[config.mk]
export PLATFORM = sky130hd
export DESIGN_NAME = osp_interp
export DESIGN_NICKNAME = d
export VERILOG_FILES = /design/src/rtl/osp_pkg.sv /design/src/rtl/osp_interp.sv
export SDC_FILE = /design/constraint.sdc
export NUM_CORES = 1
export LEC_CHECK = 0
export BUFFER_PORTS_ARGS = -buffer_cell sky130_fd_sc_hd__clkbuf_2
export CAP_MARGIN = 40
export CORE_MARGIN = 8
export CORE_UTILIZATION = 53
export CTS_BUF_LIST = sky130_fd_sc_hd__clkbuf_4 sky130_fd_sc_hd__clkbuf_8
export DETAILED_ROUTE_END_ITERATION = 12
export HOLD_SLACK_MARGIN = 0.1
export PLACE_DENSITY = 0.73
export SLEW_MARGIN = 20
export SYNTH_ARGS = -nofsm -noshare
export SYNTH_HDL_FRONTEND = slang
export SYNTH_SLANG_ARGS = --single-unit
[constraint.sdc]
create_clock -name clock -period 8.6 [get_ports clock]
set_input_delay 0 -clock clock [delete_from_list [all_inputs] [get_ports clock]]
set_output_delay 0 -clock clock [all_outputs]
set_load 0.03 [all_outputs]
[src/rtl/osp_pkg.sv]
// Shared constants, command codes and payload types of the one-shot sample player.
package osp_pkg;

   localparam int TABLE_DEPTH   = 65536;
   localparam int FRACTION_BITS = 16;
   localparam int IDX_W         = $clog2(TABLE_DEPTH);
   localparam int ROW_W         = IDX_W - 1;
   localparam int ROWS          = TABLE_DEPTH / 2;
   localparam int PHASE_W       = 32;
   localparam int INC_W         = 20;
   localparam int LEN_W         = 17;
   localparam int SAMPLE_W      = 16;
   localparam int FRAC_ONE      = 2 ** FRACTION_BITS;
   localparam int MIN_INCREMENT = (FRAC_ONE + 999) / 1000;
   localparam int END_W         = IDX_W + FRACTION_BITS;
   localparam int CMP_W         = ((END_W > PHASE_W) ? END_W : PHASE_W) + 1;
   localparam int PROD_W        = SAMPLE_W + 1 + FRACTION_BITS + 1;
   localparam int CSR_AW        = 5;
   localparam int CSR_DW        = 32;
   localparam int LEN_RESET     = 65536;

   typedef enum logic [1:0] {
      CMD_TICK    = 2'd0,
      CMD_TRIGGER = 2'd1,
      CMD_STOP    = 2'd2,
      CMD_WRITE   = 2'd3
   } cmd_type;

   typedef enum logic [2:0] {
      REG_TABLE_LENGTH    = 3'd0,
      REG_START_POSITION  = 3'd1,
      REG_FIRST_LENGTH    = 3'd2,
      REG_FIRST_INCREMENT = 3'd3,
      REG_LAST_INCREMENT  = 3'd4
   } reg_type;

   typedef struct packed {
      cmd_type                     command;
      logic [15:0]                 sample_index;
      logic signed [SAMPLE_W-1:0]  sample_value;
   } req_type;

   typedef struct packed {
      logic signed [SAMPLE_W-1:0] sample_out;
      logic                       playing;
   } rsp_type;

   // Configuration as seen by the phase stage, with end position precomputed
   typedef struct packed {
      logic [IDX_W-1:0]   last_idx;
      logic [PHASE_W-1:0] end_pos;
      logic               end_big;
      logic [PHASE_W-1:0] start_position;
      logic [PHASE_W-1:0] first_length;
      logic [INC_W-1:0]   first_increment;
      logic [INC_W-1:0]   last_increment;
   } cfg_type;

   // Control that travels alongside the table read
   typedef struct packed {
      logic                     valid;
      logic                     zero;
      logic                     playing;
      logic                     swap;
      logic [FRACTION_BITS-1:0] frac;
   } rd_ctl_type;

   typedef struct packed {
      logic                       we;
      logic                       wr_bank;
      logic [ROW_W-1:0]           wr_row;
      logic signed [SAMPLE_W-1:0] wr_data;
      logic [ROW_W-1:0]           even_row;
      logic [ROW_W-1:0]           odd_row;
   } tbl_cmd_type;

endpackage

[src/rtl/osp_interp.sv]
// Linear interpolation between neighboring samples and the output register.
module osp_interp (
   input  logic                                clock,
   input  logic                                reset,
   input  osp_pkg::rd_ctl_type                 s1,
   input  logic signed [osp_pkg::SAMPLE_W-1:0] even_q,
   input  logic signed [osp_pkg::SAMPLE_W-1:0] odd_q,
   input  logic                                rsp_stall,
   output logic                                adv,
   output logic                                rsp_valid,
   output osp_pkg::rsp_type                    rsp_data
);
   import osp_pkg::*;

   logic signed [SAMPLE_W-1:0] a_c;
   logic signed [SAMPLE_W-1:0] b_c;
   logic signed [SAMPLE_W:0]   diff_c;
   logic signed [PROD_W-1:0]   prod_c;
   logic                       v2_ff;
   logic                       zero2_ff;
   logic                       playing2_ff;
   logic signed [SAMPLE_W-1:0] a2_ff;
   logic signed [PROD_W-1:0]   prod2_ff;
   logic signed [PROD_W-1:0]   sum_c;
   rsp_type                    out_in;
   logic                       rsp_valid_ff;
   rsp_type                    rsp_data_ff;

   assign adv = !rsp_valid_ff || !rsp_stall;

   always_comb begin
      a_c    = s1.swap ? odd_q : even_q;
      b_c    = s1.swap ? even_q : odd_q;
      diff_c = (SAMPLE_W+1)'(b_c) - (SAMPLE_W+1)'(a_c);
      prod_c = PROD_W'(diff_c) * PROD_W'($signed({1'b0, s1.frac}));
   end

   // arithmetic shift floors toward minus infinity
   always_comb begin
      sum_c              = PROD_W'(a2_ff) + (prod2_ff >>> FRACTION_BITS);
      out_in.sample_out  = zero2_ff ? '0 : sum_c[SAMPLE_W-1:0];
      out_in.playing     = playing2_ff;
   end

   always_ff @(posedge clock) begin
      if (reset) begin
         v2_ff        <= 1'b0;
         rsp_valid_ff <= 1'b0;
      end else if (adv) begin
         v2_ff        <= s1.valid;
         rsp_valid_ff <= v2_ff;
      end
   end

   always_ff @(posedge clock) begin
      if (adv) begin
         zero2_ff    <= s1.zero;
         playing2_ff <= s1.playing;
         a2_ff       <= a_c;
         prod2_ff    <= prod_c;
         rsp_data_ff <= out_in;
      end
   end

   assign rsp_valid = rsp_valid_ff;
   assign rsp_data  = rsp_data_ff;

endmodule

==> impl_metrics.yaml <==
logic_synthesis:
  ys_warn_count: 0
  ys_seq_area_share_pct: 11.8
  ys.flop_type: "edfxtp_1"
  synth_fp_nets: 1844
  synth_area_mm2: 0.0133
  syn_avg_cell_area_um2: 9.42
  ys_types: 58
  synthArstFlopShare_pct: 0
  synth_seq_cells: 53
  synthCells: 1414
  synth_edf_count: 51
placed_design:
  dpl-instance-area_mm2: 0.0141
  port_buffers: 73
  gp_congestion: 0.847
  hpwl_um: 24400
final_layout:
  fillers: 2138
  drive_above_1_share_pct: 9.02
  syn_to_final_growth_pct: 9.83
  multi_input_area_mm2: 0.0103
  diodes: 0
  layout_commonest_cell: "inv_1"
  regArea_mm2: 0.00157
  nNetsFinal: 1937
  layout_common_cells: "363 x inv_1, 263 x fa_1, 148 x nand2_1, 112 x and2_1, 111 x ha_1"
  final_area_mm2: 0.0146
sta:
  period_minus_slack_ns: 8.38
  relSlewSlack_pct: 40.9
  setup_viol: 0
  tightest_slew_ns: 0.880
  drv_slew: 0
  max_freq_mhz: 119
  hold_violations: 0
  finalCritPeriodShare_pct: 97.4
  timing.hold.ws_ns: 0.400
  fin_skew_ns: 0.00999
critical_path:
  cp.arrival_ns: 8.45
  r2r-end: "rsp_data[15]"
  r2r_setup_slack_ns: 5.54
  r2r-start: "a2_ff[0]"
  r2r_cells: 12
  critPathLaunchType: "input port"
  critPathMaxFanout: 5
  critical_path_class: "in2reg"
  crit_path_end_kind: "flip-flop"
  crit_slowest_cell: "dlygate4sd3_1"
  cp_slowest_stage_delay_ns: 0.55
  crit_top_cell: "fa_1"
  worstPathRequired_ns: 8.67
floorplanning:
  coreArea_mm2: 0.0249
  rows: 58
  pin_count: 74
  dieArea_mm2: 0.0305
  die_w_um: 175
  start_util_pct: 53.5
  die_h_um: 175
global_route:
  met3_usage_pct: 1.87
  top_usage_layer: "met2"
  antenna_found_initial: 0
  grt_pass1_vias: 10600
  grtUsageMet1_pct: 26.0
  track_usage_pct: 21.0
  gr-total-overflow: 0
  grt_pass1_wl_um: 51800
  grt_max_degree: 54
  use_met2_pct: 39.0
cts:
  root_buffer: "clkbuf_8"
  cts_buffer_depth: 2
  clk_latency_ns: 0.32
  path_clk_slew_ns: 0.11
  htreeDepth: 2
  cts_buffers: 5
  cts_tree: "yes"
  cts_sinks: 53
route:
  ant_nets: 0
  vias: 9681
  post-route-drc-count: 0
  wl_um: 31000
  vias_per_cell: 5.27
  avgRoutedWirePerCell_um: 16.9
  dr.pass1.iters: 5
  drtIter0Drc: 393
hold_path:
  holdPathStages: 2
  hold_end: "zero2_ff"
  min_path_type: "in2reg"
  holdCritStartpoint: "s1[18]"
run_status:
  status: "completed"
job:
  maxCapViolations: 0
==> cell families (layout without fill, tap and decap cells) <==
| group | Yosys count | count (layout) | share of synthesized area, % |
|---|---|---|---|
| compound gates | 118 | 118 | 6.03 |
| xor+xnor | 64 | 64 | 4.31 |
| fa+ha+maj | 375 | 375 | 50.1 |
| buf+inv | 407 | 501 | 11.5 |
| flops | 53 | 53 | 11.8 |
| mux | 31 | 31 | 2.48 |
| simple gates | 366 | 366 | 13.8 |
==> critical path, delay by kind of cell <==
family                   cells  cell delay [ns]
AO/OA/AOI/OAI               13             2.85
multiplexers                 1             0.26
XOR/XNOR                     2             0.31
buffers and inverters        6             0.87
AND/OR/NAND/NOR              3             0.54
adder cells (fa/ha/maj)      8             3.61
==> flip-flops by register name (all words and copies together), names as in the netlist <==
name / cells
rsp_data: 17
playing2_ff: 1
rsp_valid: 1
prod2_ff: 16
v2_ff: 1
a2_ff: 16
zero2_ff: 1
==> through the flow <==
stage,cells,util [%],worst slack [ns],setup TNS (ns)
after floorplan,1414,-,0.136,0
after global placement,1793,56.7,0.0198,0
after detailed placement,1793,56.7,-0.103,-0.103
after CTS,1836,58.4,0.0773,0
after global routing,1838,58.8,-0.0721,-0.0721
final,1838,58.8,0.222,0
==> area by class of cell <==
type / instances / area share [%]
inverter: 363 / 9.32
clock inverter: 3 / 0.171
tap: 330 / 2.82
timing repair buffer: 130 / 6.21
sequential: 53 / 10.7
multi-input combinational: 954 / 70.3
clock buffer: 5 / 0.471
==> cells in the mapped netlist, types with 2 or more instances <==
cell / instances / share of area [%]
nand2_1: 150 / 4.2
nand3_1: 12 / 0.45
a31oi_1: 5 / 0.23
a221o_1: 2 / 0.15
or4_1: 4 / 0.23
ha_1: 112 / 11
clkbuf_1: 38 / 1.1
a21oi_1: 25 / 0.94
nor3b_1: 2 / 0.11
o21a_1: 11 / 0.62
or3_1: 5 / 0.23
o21ai_2: 2 / 0.13
fa_1: 263 / 40
o21bai_1: 3 / 0.17
dfxtp_1: 2 / 0.30
a22oi_1: 2 / 0.11
mux2_2: 16 / 1.4
and2_1: 112 / 5.3
inv_1: 363 / 10
and3_1: 5 / 0.23
nand2b_1: 10 / 0.47
xor2_1: 23 / 1.5
o21ai_0: 27 / 1.0
a211oi_1: 8 / 0.45
edfxtp_1: 51 / 12
o211ai_1: 3 / 0.17
o31a_1: 2 / 0.13
mux2i_1: 15 / 1.1
nor2b_1: 19 / 0.89
a21o_1: 12 / 0.68
xnor2_1: 40 / 2.6
buf_1: 4 / 0.11
nor3_1: 11 / 0.41
nor2_1: 30 / 0.85
a311o_1: 2 / 0.15
==> layer usage <==
metal	up-vias	part of all wire, %
li1	4445	-
met1	4921	42
met2	275	52
met3	40	4.7
met4	0	1.6
met5	-	0
==> timing repair <==
| item | 4_1_cts | 5_1_grt |
|---|---|---|
| hold endpoints to repair | 19 | 1 |
| gates resized for setup | 0 | 11 |
| buffers inserted | 0 | 1 |
| endpoints found under the setup margin | 0 | 7 |
| hold buffers | 35 | 1 |
==> worst max-delay path by stage <==
stage,start,slack (ns),end,cells after the start
finish,odd_q[3],0.22,prod2_ff[31],33
floorplan,s1[16],0.14,prod2_ff[31],35
detailed placement,s1[16],-0.10,prod2_ff[31],33
global route,odd_q[3],-0.07,prod2_ff[31],33
CTS,even_q[2],0.08,prod2_ff[31],33
global placement,s1[16],0.02,prod2_ff[31],34
Power is not shown: default switching activity piles up to over one toggle a cycle in this logic, so the estimate is an artifact.
