File: src/rtl/osp_pkg.sv
// Shared constants, command codes and payload types of the one-shot sample player.
package osp_pkg;

   localparam int TABLE_DEPTH   = 65536;
   localparam int FRACTION_BITS = 16;
   localparam int IDX_W         = $clog2(TABLE_DEPTH);
   localparam int ROW_W         = IDX_W - 1;
   localparam int ROWS          = TABLE_DEPTH / 2;
   localparam int PHASE_W       = 32;
   localparam int INC_W         = 20;
   localparam int LEN_W         = 17;
   localparam int SAMPLE_W      = 16;
   localparam int FRAC_ONE      = 2 ** FRACTION_BITS;
   localparam int MIN_INCREMENT = (FRAC_ONE + 999) / 1000;
   localparam int END_W         = IDX_W + FRACTION_BITS;
   localparam int CMP_W         = ((END_W > PHASE_W) ? END_W : PHASE_W) + 1;
   localparam int PROD_W        = SAMPLE_W + 1 + FRACTION_BITS + 1;
   localparam int CSR_AW        = 5;
   localparam int CSR_DW        = 32;
   localparam int LEN_RESET     = 65536;

   typedef enum logic [1:0] {
      CMD_TICK    = 2'd0,
      CMD_TRIGGER = 2'd1,
      CMD_STOP    = 2'd2,
      CMD_WRITE   = 2'd3
   } cmd_type;

   typedef enum logic [2:0] {
      REG_TABLE_LENGTH    = 3'd0,
      REG_START_POSITION  = 3'd1,
      REG_FIRST_LENGTH    = 3'd2,
      REG_FIRST_INCREMENT = 3'd3,
      REG_LAST_INCREMENT  = 3'd4
   } reg_type;

   typedef struct packed {
      cmd_type                     command;
      logic [15:0]                 sample_index;
      logic signed [SAMPLE_W-1:0]  sample_value;
   } req_type;

   typedef struct packed {
      logic signed [SAMPLE_W-1:0] sample_out;
      logic                       playing;
   } rsp_type;

   // Configuration as seen by the phase stage, with end position precomputed
   typedef struct packed {
      logic [IDX_W-1:0]   last_idx;
      logic [PHASE_W-1:0] end_pos;
      logic               end_big;
      logic [PHASE_W-1:0] start_position;
      logic [PHASE_W-1:0] first_length;
      logic [INC_W-1:0]   first_increment;
      logic [INC_W-1:0]   last_increment;
   } cfg_type;

   // Control that travels alongside the table read
   typedef struct packed {
      logic                     valid;
      logic                     zero;
      logic                     playing;
      logic                     swap;
      logic [FRACTION_BITS-1:0] frac;
   } rd_ctl_type;

   typedef struct packed {
      logic                       we;
      logic                       wr_bank;
      logic [ROW_W-1:0]           wr_row;
      logic signed [SAMPLE_W-1:0] wr_data;
      logic [ROW_W-1:0]           even_row;
      logic [ROW_W-1:0]           odd_row;
   } tbl_cmd_type;

endpackage

File: src/rtl/osp_phase.sv
// Command decode, phase accumulator and table address generation.
module osp_phase (
   input  logic                 clock,
   input  logic                 reset,
   input  logic                 accept,
   input  logic                 adv,
   input  osp_pkg::req_type     req,
   input  osp_pkg::cfg_type     cfg,
   output osp_pkg::tbl_cmd_type tbl,
   output osp_pkg::rd_ctl_type  s1
);
   import osp_pkg::*;

   localparam int IP_W = PHASE_W - FRACTION_BITS;

   logic [PHASE_W-1:0]       phase_ff, phase_in;
   logic                     active_ff, active_in;
   rd_ctl_type               s1_ff, s1_in;
   logic [INC_W-1:0]         inc;
   logic [PHASE_W:0]         sum;
   logic                     past_end;
   logic [PHASE_W-1:0]       tick_phase;
   logic [IP_W-1:0]          idx_raw;
   logic                     over;
   logic [IDX_W-1:0]         rd_idx;
   logic [FRACTION_BITS-1:0] frac;
   logic [IDX_W-1:0]         wr_addr;

   always_comb begin
      inc        = (phase_ff > cfg.first_length) ? cfg.last_increment : cfg.first_increment;
      sum        = {1'b0, phase_ff} + (PHASE_W+1)'(inc);
      past_end   = !cfg.end_big && (phase_ff > cfg.end_pos);
      // clamp at end, saturate on overflow
      tick_phase = past_end ? cfg.end_pos :
                   (sum[PHASE_W] ? {PHASE_W{1'b1}} : sum[PHASE_W-1:0]);
      idx_raw    = tick_phase[PHASE_W-1:FRACTION_BITS];
      over       = CMP_W'(idx_raw) > CMP_W'(cfg.last_idx);
      rd_idx     = over ? cfg.last_idx : IDX_W'(idx_raw);
      frac       = over ? {FRACTION_BITS{1'b1}} : tick_phase[FRACTION_BITS-1:0];
   end

   always_comb begin
      phase_in  = phase_ff;
      active_in = active_ff;
      if (accept) begin
         case (req.command)
            CMD_TICK: begin
               if (active_ff) begin
                  phase_in  = tick_phase;
                  active_in = !past_end;
               end
            end
            CMD_TRIGGER: begin
               phase_in  = cfg.start_position;
               active_in = 1'b1;
            end
            CMD_STOP: begin
               phase_in  = '0;
               active_in = 1'b0;
            end
            default: ;
         endcase
      end
   end

   always_comb begin
      s1_in.valid   = accept && (req.command == CMD_TICK);
      s1_in.zero    = !active_ff;
      s1_in.playing = active_ff && !past_end;
      s1_in.swap    = rd_idx[0];
      s1_in.frac    = frac;
   end

   // idx and idx+1 always fall in opposite banks
   assign wr_addr      = IDX_W'(req.sample_index);
   assign tbl.we       = accept && (req.command == CMD_WRITE) &&
                         (32'(req.sample_index) < TABLE_DEPTH);
   assign tbl.wr_bank  = wr_addr[0];
   assign tbl.wr_row   = wr_addr[IDX_W-1:1];
   assign tbl.wr_data  = req.sample_value;
   assign tbl.odd_row  = rd_idx[IDX_W-1:1];
   assign tbl.even_row = rd_idx[IDX_W-1:1] + ROW_W'(rd_idx[0]);

   always_ff @(posedge clock) begin
      if (reset) begin
         phase_ff  <= '0;
         active_ff <= 1'b0;
         s1_ff     <= '0;
      end else begin
         phase_ff  <= phase_in;
         active_ff <= active_in;
         if (adv) begin
            s1_ff <= s1_in;
         end
      end
   end

   assign s1 = s1_ff;

   a_stop_clears: assert property (@(posedge clock) disable iff (reset)
      accept && (req.command == CMD_STOP) |=> !active_ff && (phase_ff == '0))
      else $error("stop did not clear phase and active");

   a_trigger_loads: assert property (@(posedge clock) disable iff (reset)
      accept && (req.command == CMD_TRIGGER)
      |=> active_ff && (phase_ff == $past(cfg.start_position)))
      else $error("trigger did not load start position");

   a_end_clamps: assert property (@(posedge clock) disable iff (reset)
      accept && (req.command == CMD_TICK) && active_ff && past_end
      |=> !active_ff && (phase_ff == $past(cfg.end_pos)))
      else $error("end of table did not stop playback");

   a_idle_silent: assert property (@(posedge clock) disable iff (reset)
      s1_ff.valid && s1_ff.zero |-> !s1_ff.playing)
      else $error("idle tick marked as playing");

endmodule

File: config.mk
export PLATFORM = sky130hd
export DESIGN_NAME = osp_phase
export DESIGN_NICKNAME = d
export VERILOG_FILES = /design/src/rtl/osp_pkg.sv /design/src/rtl/osp_phase.sv
export SDC_FILE = /design/constraint.sdc
export NUM_CORES = 1
export LEC_CHECK = 0
export ABC_AREA = 1
export BUFFER_PORTS_ARGS = -buffer_cell sky130_fd_sc_hd__buf_2
export CAP_MARGIN = 20
export CORE_MARGIN = 5
export CORE_UTILIZATION = 56
export CTS_CLUSTER_SIZE = 28
export DETAILED_ROUTE_END_ITERATION = 12
export GPL_ROUTABILITY_DRIVEN = 0
export HOLD_SLACK_MARGIN = 0.1
export PLACE_DENSITY = 0.87
export SYNTH_ARGS = -nofsm -noshare
export SYNTH_HDL_FRONTEND = slang
export SYNTH_SLANG_ARGS = --single-unit
File: constraint.sdc
create_clock -name clock -period 12.8 [get_ports clock]
set_input_delay 2.56 -clock clock [delete_from_list [all_inputs] [get_ports clock]]
set_output_delay 2.56 -clock clock [all_outputs]
set_load 0.05 [all_outputs]
==> impl_metrics.toml <==
[run_status]
outcome = "completed"

[timing]
rsz0062_at_grt = "no"
period_share = 0.9364
slew_viol_final = 0
final.hold.worst_slack_ns = 0.4959
finalCriticalPeriod_ns = 11.99
hold_viol = 0
setup_viol = 0
max_freq_mhz = 83.43
slew_headroom = 0.2828
clock_skew_ns = 0.01381
worst_pin_slew_ns = 1.075
fin_ws_ns = 0.8144
setup_tns_ns = 0

[power_and_ir_drop]
p_per_area_mw_per_mm2 = 105.8
combPwrFrac = 0.636
p_int_uw = 437.2
power_frac_clock = 0.150
power_frac_seq = 0.214
leakage_nw = 5.443
p_sw_uw = 526.5
switching_share = 0.5463
ir_drop_mv = 0.1195

[synthesis]
yosys.area.top_type_share = 0.1662
synth.net_count = 1638
seq_area_frac_synth = 0.1298
syn_area_per_cell_um2 = 6.096
synth_ff_type = "dfxtp_1"
synth_common_cells = "nand2_1, inv_1, ha_1"
synth_edf_count = 0
synth.most_common_cell = "nand2_1"
synth_largest_area_cell = "nand2_1"
synth-seq-cells = 53
synthesis.area_mm2 = 0.008174
synthTopCellsByArea = "nand2_1, ha_1, dfxtp_1"
synth_cells = 1341
synthDistinctLibCells = 47
async_flop_share = 0
yosysWarnings = 0

[floorplanning]
dieArea_mm2 = 0.01711
ios = 274
initial_core_util = 0.5667
rows = 44
core_area_mm2 = 0.01442
die_w_um = 130.8
die_height_um = 130.8

[detailed_routing]
vias = 9181
viasPerCell = 5.521
drt-initial-drc-count = 804
postRouteAntennaNets = 0
wire_per_inst_um = 15.39
drt-total-wl_um = 25590
drt_first_pass_iters = 5
drc = 0

[run]
maxCapViolCount = 0

[min_path]
whs_endpoint = "s1[16]"
hold_class = "register to register"
min-delay-start = "s1[16]"
min_path_cells = 2

[critical_path]
r2r_slack_ns = 6.24
crit_top_cell = "nand2_1"
regToRegStartpoint = "phase_ff[31]"
crit_type = "input port to primary output"
arrival_ns = 9.43
cp.required_ns = 10.24
slowest_stage = "inv_1"
critPathMaxFanout = 26
cpPeakStageDelay_ns = 0.53
end_kind = "primary output"
worstReg2RegEnd = "s1[12]"
startpoint_type = "input port"
reg2regPathDepth = 35

[cells_and_area]
area_growth_pct = 11.48
nNetsFinal = 1774
final_util = 0.6318
drive_above_1_share = 0.2138
stdcell_count = 1663

[grt]
grt_pass1_wl_um = 40030
grt_max_degree = 46
grt_pass1_vias = 8482
grt-ovfl-total = 0
grt_usage = 0.2884
antenna_found_initial = 3

[placement]
dp_slack_ns = 0.6387
port_buffers = 209
dp_cells = 1653
hpwlAfterDp_um = 21430

[clock_tree]
clk_pin_slew_worst_paths_ns = 0.07
clk_path_buf_depth = 2
clkLatencyLatePin_ns = 0.31
cts_tree = "yes"
cts.sinks = 53
htreeDepth = 2
cts_root_buffer = "clkbuf_16"
cts_buffers = 5
==> kinds of logic (layout without fill, tap and decap cells) <==
group | Yosys count | after routing | synth area share
AO/OA/AOI/OAI | 223 | 223 | 0.1667
AND/OR/NAND/NOR | 603 | 603 | 0.3355
adder cells (fa/ha/maj) | 106 | 106 | 0.1632
buffers and inverters | 334 | 471 | 0.1812
other | 0 | 1 | 0
flip-flops | 53 | 53 | 0.1298
XOR/XNOR | 22 | 22 | 0.02357
==> registers in the layout, summed over array words and instances, names as in the netlist <==
signal / count
s1: 20
phase_ff: 32
active_ff: 1
==> metrics by stage <==
step	power, mW	area (µm²)
floorplan	0.6944	8174
global placement	0.7975	8940
detailed placement	0.8081	8940
CTS	0.9534	9094
global route	1.027	9112
finish	0.9637	9112
==> critical path: cells and delay by family <==
family / cells / cell delay (ns)
adders and majority gates: 4 / 1.22
and+or+nand+nor: 24 / 3.07
AOI/OAI and AO/OA: 4 / 0.92
xor gates and xnor gates: 1 / 0.14
buffers and inverters: 9 / 1.45
==> worst max path at each step <==
stage	start	slack [ns]	endpoint	cells past startpoint
5_1_grt	cfg[71]	0.01	tbl[29]	43
3_3_place_gp	cfg[71]	0.80	tbl[21]	42
6_report	cfg[71]	0.81	tbl[21]	42
4_1_cts	cfg[71]	0.62	tbl[21]	42
3_5_place_dp	cfg[71]	0.64	tbl[21]	42
2_1_floorplan	cfg[71]	1.89	tbl[21]	42
==> per-layer routing <==
metal	vias to the layer above	global-route usage	part of all wire
li1	4556	-	-
met1	4064	0.3810	0.40
met2	470	0.4554	0.44
met3	87	0.06667	0.12
met4	4	0.1137	0.037
met5	-	0	0.00074
==> area by class of cell <==
cell class                      instances  area [µm²]
Clock inverter                          3       28.78
Multi-Input combinational cell        954        5633
Fill cell                            1393        5311
Tap cell                              184       230.2
Antenna cell                            1       2.502
Timing Repair Buffer                  213        1084
Clock buffer                            5       125.1
Sequential cell                        53        1061
Inverter                              250       948.4
==> cell usage in the layout (no fill, tap or decap), drive strengths merged <==
cell type | netlist | layout
a221oi | 12 | 12
nor2 | 75 | 75
a21oi | 105 | 105
nor4 | 2 | 2
nand2 | 401 | 401
ha | 105 | 105
o211ai | 1 | 1
diode | 0 | 1
buf | 62 | 213
o21a | 4 | 4
o221ai | 19 | 19
nor4b | 1 | 1
nand4 | 18 | 18
a211oi | 1 | 1
clkinv | 2 | 3
a31oi | 4 | 4
clkbuf | 22 | 5
a22oi | 12 | 12
o21ai | 61 | 61
dfxtp | 53 | 53
nand3b | 2 | 2
or2 | 2 | 2
fa | 1 | 1
xnor2 | 10 | 10
and2 | 1 | 1
inv | 248 | 250
nor3 | 15 | 15
nand3 | 86 | 86
o21bai | 2 | 2
a22o | 1 | 1
xor2 | 12 | 12
a21boi | 1 | 1
==> power by group through the flow <==
| stage | sequential, mW | clock [mW] | combinational, mW |
|---|---|---|---|
| finish | 0.207 | 0.145 | 0.612 |
| CTS | 0.205 | 0.145 | 0.603 |
| global route | 0.208 | 0.152 | 0.667 |
| floorplan | 0.228 | 0 | 0.467 |
| global placement | 0.208 | 0 | 0.590 |
| detailed placement | 0.208 | 0 | 0.600 |
==> what timing repair did <==
action	in CTS	in global routing
endpoints found under the setup margin	0	9
gates resized for setup	0	1
endpoints found under the hold margin	0	0
hold buffers	0	0
setup buffers	0	0
Power figures use the tool's default switching activity.
