===== src/rtl/osp_pkg.sv =====
// Shared constants, command codes and payload types of the one-shot sample player.
package osp_pkg;

   localparam int TABLE_DEPTH   = 65536;
   localparam int FRACTION_BITS = 16;
   localparam int IDX_W         = $clog2(TABLE_DEPTH);
   localparam int ROW_W         = IDX_W - 1;
   localparam int ROWS          = TABLE_DEPTH / 2;
   localparam int PHASE_W       = 32;
   localparam int INC_W         = 20;
   localparam int LEN_W         = 17;
   localparam int SAMPLE_W      = 16;
   localparam int FRAC_ONE      = 2 ** FRACTION_BITS;
   localparam int MIN_INCREMENT = (FRAC_ONE + 999) / 1000;
   localparam int END_W         = IDX_W + FRACTION_BITS;
   localparam int CMP_W         = ((END_W > PHASE_W) ? END_W : PHASE_W) + 1;
   localparam int PROD_W        = SAMPLE_W + 1 + FRACTION_BITS + 1;
   localparam int CSR_AW        = 5;
   localparam int CSR_DW        = 32;
   localparam int LEN_RESET     = 65536;

   typedef enum logic [1:0] {
      CMD_TICK    = 2'd0,
      CMD_TRIGGER = 2'd1,
      CMD_STOP    = 2'd2,
      CMD_WRITE   = 2'd3
   } cmd_type;

   typedef enum logic [2:0] {
      REG_TABLE_LENGTH    = 3'd0,
      REG_START_POSITION  = 3'd1,
      REG_FIRST_LENGTH    = 3'd2,
      REG_FIRST_INCREMENT = 3'd3,
      REG_LAST_INCREMENT  = 3'd4
   } reg_type;

   typedef struct packed {
      cmd_type                     command;
      logic [15:0]                 sample_index;
      logic signed [SAMPLE_W-1:0]  sample_value;
   } req_type;

   typedef struct packed {
      logic signed [SAMPLE_W-1:0] sample_out;
      logic                       playing;
   } rsp_type;

   // Configuration as seen by the phase stage, with end position precomputed
   typedef struct packed {
      logic [IDX_W-1:0]   last_idx;
      logic [PHASE_W-1:0] end_pos;
      logic               end_big;
      logic [PHASE_W-1:0] start_position;
      logic [PHASE_W-1:0] first_length;
      logic [INC_W-1:0]   first_increment;
      logic [INC_W-1:0]   last_increment;
   } cfg_type;

   // Control that travels alongside the table read
   typedef struct packed {
      logic                     valid;
      logic                     zero;
      logic                     playing;
      logic                     swap;
      logic [FRACTION_BITS-1:0] frac;
   } rd_ctl_type;

   typedef struct packed {
      logic                       we;
      logic                       wr_bank;
      logic [ROW_W-1:0]           wr_row;
      logic signed [SAMPLE_W-1:0] wr_data;
      logic [ROW_W-1:0]           even_row;
      logic [ROW_W-1:0]           odd_row;
   } tbl_cmd_type;

endpackage


===== src/rtl/osp_csr.sv =====
// Configuration register file with APB-style access and derived end position.
module osp_csr (
   input  logic                      clock,
   input  logic                      reset,
   input  logic                      psel,
   input  logic                      penable,
   input  logic                      pwrite,
   input  logic [osp_pkg::CSR_AW-1:0] paddr,
   input  logic [osp_pkg::CSR_DW-1:0] pwdata,
   output logic [osp_pkg::CSR_DW-1:0] prdata,
   output logic                      pready,
   output osp_pkg::cfg_type          cfg
);
   import osp_pkg::*;

   localparam int LC_W = IDX_W + 1;
   localparam logic [CMP_W-1:0] PHASE_MAX_C = CMP_W'({PHASE_W{1'b1}});

   logic [LEN_W-1:0]   table_length_ff, table_length_in;
   logic [IDX_W-1:0]   last_idx_ff, last_idx_in;
   logic [PHASE_W-1:0] end_pos_ff, end_pos_in;
   logic               end_big_ff, end_big_in;
   logic [PHASE_W-1:0] start_ff, start_in;
   logic [PHASE_W-1:0] first_len_ff, first_len_in;
   logic [INC_W-1:0]   first_inc_ff, first_inc_in;
   logic [INC_W-1:0]   last_inc_ff, last_inc_in;
   logic               wr;
   reg_type            reg_sel;

   function automatic logic [IDX_W-1:0] last_of(input logic [LEN_W-1:0] tl);
      logic [LC_W-1:0] len;
      if (32'(tl) < 2) begin
         len = LC_W'(2);
      end else if (32'(tl) > TABLE_DEPTH) begin
         len = LC_W'(TABLE_DEPTH);
      end else begin
         len = LC_W'(tl);
      end
      return IDX_W'(len - LC_W'(2));
   endfunction

   function automatic logic [PHASE_W:0] end_of(input logic [IDX_W-1:0] last);
      logic [END_W-1:0] full;
      logic             big;
      full = END_W'(last) << FRACTION_BITS;
      big  = CMP_W'(full) > PHASE_MAX_C;
      return {big, big ? {PHASE_W{1'b1}} : PHASE_W'(full)};
   endfunction

   function automatic logic [INC_W-1:0] clamp_inc(input logic [INC_W-1:0] v);
      return (32'(v) < MIN_INCREMENT) ? INC_W'(MIN_INCREMENT) : v;
   endfunction

   assign wr      = psel && penable && pwrite;
   assign reg_sel = reg_type'(paddr[CSR_AW-1:2]);
   assign pready  = 1'b1;

   always_comb begin
      table_length_in = table_length_ff;
      last_idx_in     = last_idx_ff;
      end_big_in      = end_big_ff;
      end_pos_in      = end_pos_ff;
      start_in        = start_ff;
      first_len_in    = first_len_ff;
      first_inc_in    = first_inc_ff;
      last_inc_in     = last_inc_ff;
      if (wr) begin
         case (reg_sel)
            REG_TABLE_LENGTH: begin
               table_length_in          = pwdata[LEN_W-1:0];
               last_idx_in              = last_of(pwdata[LEN_W-1:0]);
               {end_big_in, end_pos_in} = end_of(last_of(pwdata[LEN_W-1:0]));
            end
            REG_START_POSITION:  start_in     = pwdata[PHASE_W-1:0];
            REG_FIRST_LENGTH:    first_len_in = pwdata[PHASE_W-1:0];
            REG_FIRST_INCREMENT: first_inc_in = clamp_inc(pwdata[INC_W-1:0]);
            REG_LAST_INCREMENT:  last_inc_in  = clamp_inc(pwdata[INC_W-1:0]);
            default: ;
         endcase
      end
   end

   always_ff @(posedge clock) begin
      if (reset) begin
         table_length_ff          <= LEN_W'(LEN_RESET);
         last_idx_ff              <= last_of(LEN_W'(LEN_RESET));
         {end_big_ff, end_pos_ff} <= end_of(last_of(LEN_W'(LEN_RESET)));
         start_ff                 <= '0;
         first_len_ff             <= '0;
         first_inc_ff             <= clamp_inc(INC_W'(FRAC_ONE));
         last_inc_ff              <= INC_W'(MIN_INCREMENT);
      end else begin
         table_length_ff <= table_length_in;
         last_idx_ff     <= last_idx_in;
         end_big_ff      <= end_big_in;
         end_pos_ff      <= end_pos_in;
         start_ff        <= start_in;
         first_len_ff    <= first_len_in;
         first_inc_ff    <= first_inc_in;
         last_inc_ff     <= last_inc_in;
      end
   end

   always_comb begin
      case (reg_sel)
         REG_TABLE_LENGTH:    prdata = CSR_DW'(table_length_ff);
         REG_START_POSITION:  prdata = CSR_DW'(start_ff);
         REG_FIRST_LENGTH:    prdata = CSR_DW'(first_len_ff);
         REG_FIRST_INCREMENT: prdata = CSR_DW'(first_inc_ff);
         REG_LAST_INCREMENT:  prdata = CSR_DW'(last_inc_ff);
         default:             prdata = '0;
      endcase
   end

   assign cfg.last_idx        = last_idx_ff;
   assign cfg.end_pos         = end_pos_ff;
   assign cfg.end_big         = end_big_ff;
   assign cfg.start_position  = start_ff;
   assign cfg.first_length    = first_len_ff;
   assign cfg.first_increment = first_inc_ff;
   assign cfg.last_increment  = last_inc_ff;

endmodule


===== config.mk =====
export PLATFORM = sky130hd
export DESIGN_NAME = osp_csr
export DESIGN_NICKNAME = d
export VERILOG_FILES = /design/src/rtl/osp_pkg.sv /design/src/rtl/osp_csr.sv
export SDC_FILE = /design/constraint.sdc
export NUM_CORES = 1
export LEC_CHECK = 0
export BUFFER_PORTS_ARGS = -buffer_cell sky130_fd_sc_hd__buf_2
export CORE_ASPECT_RATIO = 1.25
export CORE_MARGIN = 2
export CORE_UTILIZATION = 45
export CTS_BUF_LIST = sky130_fd_sc_hd__clkbuf_8
export CTS_CLUSTER_DIAMETER = 60
export DETAILED_ROUTE_END_ITERATION = 6
export PLACE_DENSITY = 0.74
export SLEW_MARGIN = 20
export SYNTH_ARGS = -nofsm -noshare
export SYNTH_HDL_FRONTEND = slang
export SYNTH_SLANG_ARGS = --single-unit

===== constraint.sdc =====
create_clock -name clock -period 3.1 [get_ports clock]
set_input_delay 0.155 -clock clock [delete_from_list [all_inputs] [get_ports clock]]
set_output_delay 0.155 -clock clock [all_outputs]
set_load 0.01 [all_outputs]

==> impl_metrics.yaml <==
power_and_ir_drop:
  combPwrFrac: 0.076
  p_int_w: 0.00276
  p_per_area_nw_per_um2: 473
  clkPwrFrac: 0.439
  p_sw_w: 0.000916
  seqPwrFrac: 0.485
  p_leak_nw: 3.24
  vdd_ir_drop_max_v: 0.000306
  swShare: 0.249
route:
  vias: 6415
  first_pass_iters: 6
  drtIter0Drc: 602
  post_drt_wl_per_cell_um: 17.2
  drc: 0
  wl_um: 20000
  final_antenna_net_count: 0
  vias_per_cell: 5.53
floorplan:
  initial_utilization: 0.456
  die_h_um: 136
  die_area_sq_um: 14900
  core_sq_um: 13800
  pin_count: 228
  rows: 48
  die_w_um: 110
setup_path:
  critPathCaptureType: "primary output"
  required_ns: 2.94
  crit_arrival_ns: 2.18
  critPathKind: "in2out"
  critPathMaxFanout: 26
  start_kind: "input pin"
timing:
  worstMarginPinSlew_ns: 0.970
  tns_ns: 0
  max_freq_ghz: 0.428
  hold_violations: 0
  fin_crit_ns: 2.34
  period_share: 0.753
  slew_headroom: 0.354
  setup_viol: 0
  worst_clock_skew_ns: 0
  rsz0062_at_grt: "no"
  slew_violations: 0
synthesis:
  synth_area_leaders: "dfxtp_1 44%, nand2_1 15%, a21oi_1 9.4%"
  yosys_warnings: 0
  synth_seq_cells: 137
  synth_top_area_frac: 0.437
  synth.distinct_cells: 52
  synth.cell_area_sq_um: 6280
  syn_avg_cell_area_sq_um: 7.83
  ys_seq_area_frac: 0.437
  post-synth-top-area-cell: "dfxtp_1"
  synthCells: 802
placement:
  postPlaceCellArea_sq_um: 7180
  place_congestion: 0.902
  hpwlAfterDp_um: 14200
  io_buffers: 207
clock_tree:
  cts_buffers: 17
  cts_setup_buffers: 0
  path_clk_slew_ns: 0.08
  cts_tree: "built"
  clk_latency_ns: 0.44
  h-tree-depth: 4
  clock_path_buffers: 2
  clock-root-buffer: "clkbuf_8"
  cts_sinks: 137
min_path:
  hp-class: "in2reg"
global_route:
  grt_max_degree: 92
  grt_pass1_wl_um: 30500
  grt_util_all_layers: 0.263
  antenna_found_initial: 1
  overflow: 0
  grt_pass1_vias: 5839
cells_and_area:
  final_nets: 1014
  syn_to_final_growth_pct: 23.8
  drive_gt1_frac: 0.275
  final_area_sq_um: 7770
  final_util: 0.565
job:
  cap_violations: 0
outcome:
  outcome: "completed"
-- critical path, cell delays in order --
cell,delay [ns]
buf_2,0.57
nor2_1,0.16
and2_1,0.48
nand2_1,0.16
o21ai_0,0.17
a221o_1,0.32
buf_2,0.14
-- layer usage --
metal	vias to the layer above	track usage	part of all wire
met5	-	0	0
met4	0	0.104	0.023
met3	42	0.0757	0.086
met2	305	0.427	0.49
met1	3036	0.327	0.40
li1	3032	-	-
-- power groups by stage --
stage          Combinational [W]  Clock [W]  Sequential, W
2_1_floorplan           0.000182          0        0.00183
3_3_place_gp            0.000258          0        0.00182
3_5_place_dp            0.000260          0        0.00182
4_1_cts                 0.000275    0.00164        0.00178
5_1_grt                 0.000301    0.00171        0.00179
6_report                0.000279    0.00162        0.00178
-- path summary, 6_finish.rpt --
kind                                        start                         endpoint  slack [ns]  cells past startpoint
hold reg to reg   table_length_ff[7]$_SDFFE_PP0P_  table_length_ff[7]$_SDFFE_PP0P_        0.46                      2
setup reg to reg      end_pos_ff[17]$_SDFFE_PP1P_      end_pos_ff[17]$_SDFFE_PP1P_        2.29                      2
hold / removal                         pwdata[15]    first_len_ff[15]$_SDFFE_PP0P_        0.05                      3
setup / recovery                         paddr[3]                       prdata[15]        0.76                      7
-- state kept, by name (all words and copies together) (netlist names) --
name             count
table_length_ff     17
start_ff            32
last_inc_ff         20
first_inc_ff        20
first_len_ff        32
end_pos_ff          16
-- repair_timing --
item	in CTS	in global routing
resized for setup	0	0
hold buffers	15	0
endpoints found under the hold margin	36	0
-- placed cells by master, fill, tap and decap left out, types with 5 or more instances in the layout --
cell type        n
nand2_1        243
buf_2          206
dfxtp_1        137
a21oi_1        118
o21ai_0         25
a22o_1          22
buf_4           20
conb_1          18
clkbuf_8        18
mux2i_1         16
a221o_1         16
dlygate4sd3_1   15
nor3_1          14
nor2_1          14
nand3_1          8
nor4_1           7
a211o_1          6
and2_1           5
-- Yosys cell counts (all sizes together) --
cell     count
a211o        6
a211oi       4
a21oi      119
a221o       16
a22o        22
a22oi        3
a311oi       2
a31oi        2
a32oi        3
a41oi        1
and2         5
and3         3
buf         51
clkbuf      57
conb         2
dfxtp      137
ha           2
inv          3
mux2i       16
mux4         1
nand2      244
nand2b       2
nand3        8
nand3b       2
nand4        1
nor2        14
nor2b        2
nor3        16
nor3b        2
nor4         9
o2111ai      1
o211ai       1
o21a         2
o21ai       25
o311ai       1
o31ai        1
o32a         2
o41ai        1
or3          2
or4          5
xnor2        4
xor2         2
-- per-stage QoR --
step	hold slack, ns	total power, W	cells	setup WS, ns
global placement	0.408	0.00208	1111	0.615
CTS	0.0170	0.00370	1158	0.835
detailed placement	0.412	0.00208	1111	0.581
floorplan	0.291	0.00201	818	0.888
finish	0.0453	0.00368	1159	0.765
global route	0.0378	0.00380	1159	0.695
-- cells by family after synthesis --
kind of cell,count (synthesis),synth area share
flops,137,0.437
mux,17,0.0291
buf+inv,111,0.0917
fa+ha+maj,2,0.00399
compound gates,212,0.214
xor+xnor,6,0.00837
other cells,2,0.00120
simple gates,315,0.215
-- cell type report --
| cell class | instances | area (sq um) |
|---|---|---|
| antenna | 1 | 2.50 |
| clock buffer | 18 | 248 |
| clock inverter | 14 | 195 |
| fill | 1267 | 5980 |
| inverter | 3 | 11.3 |
| multi-input combinational | 570 | 3020 |
| sequential | 137 | 2740 |
| tap | 175 | 219 |
| timing repair buffer | 241 | 1330 |
No activity file was read; power rests on OpenSTA's default activity.
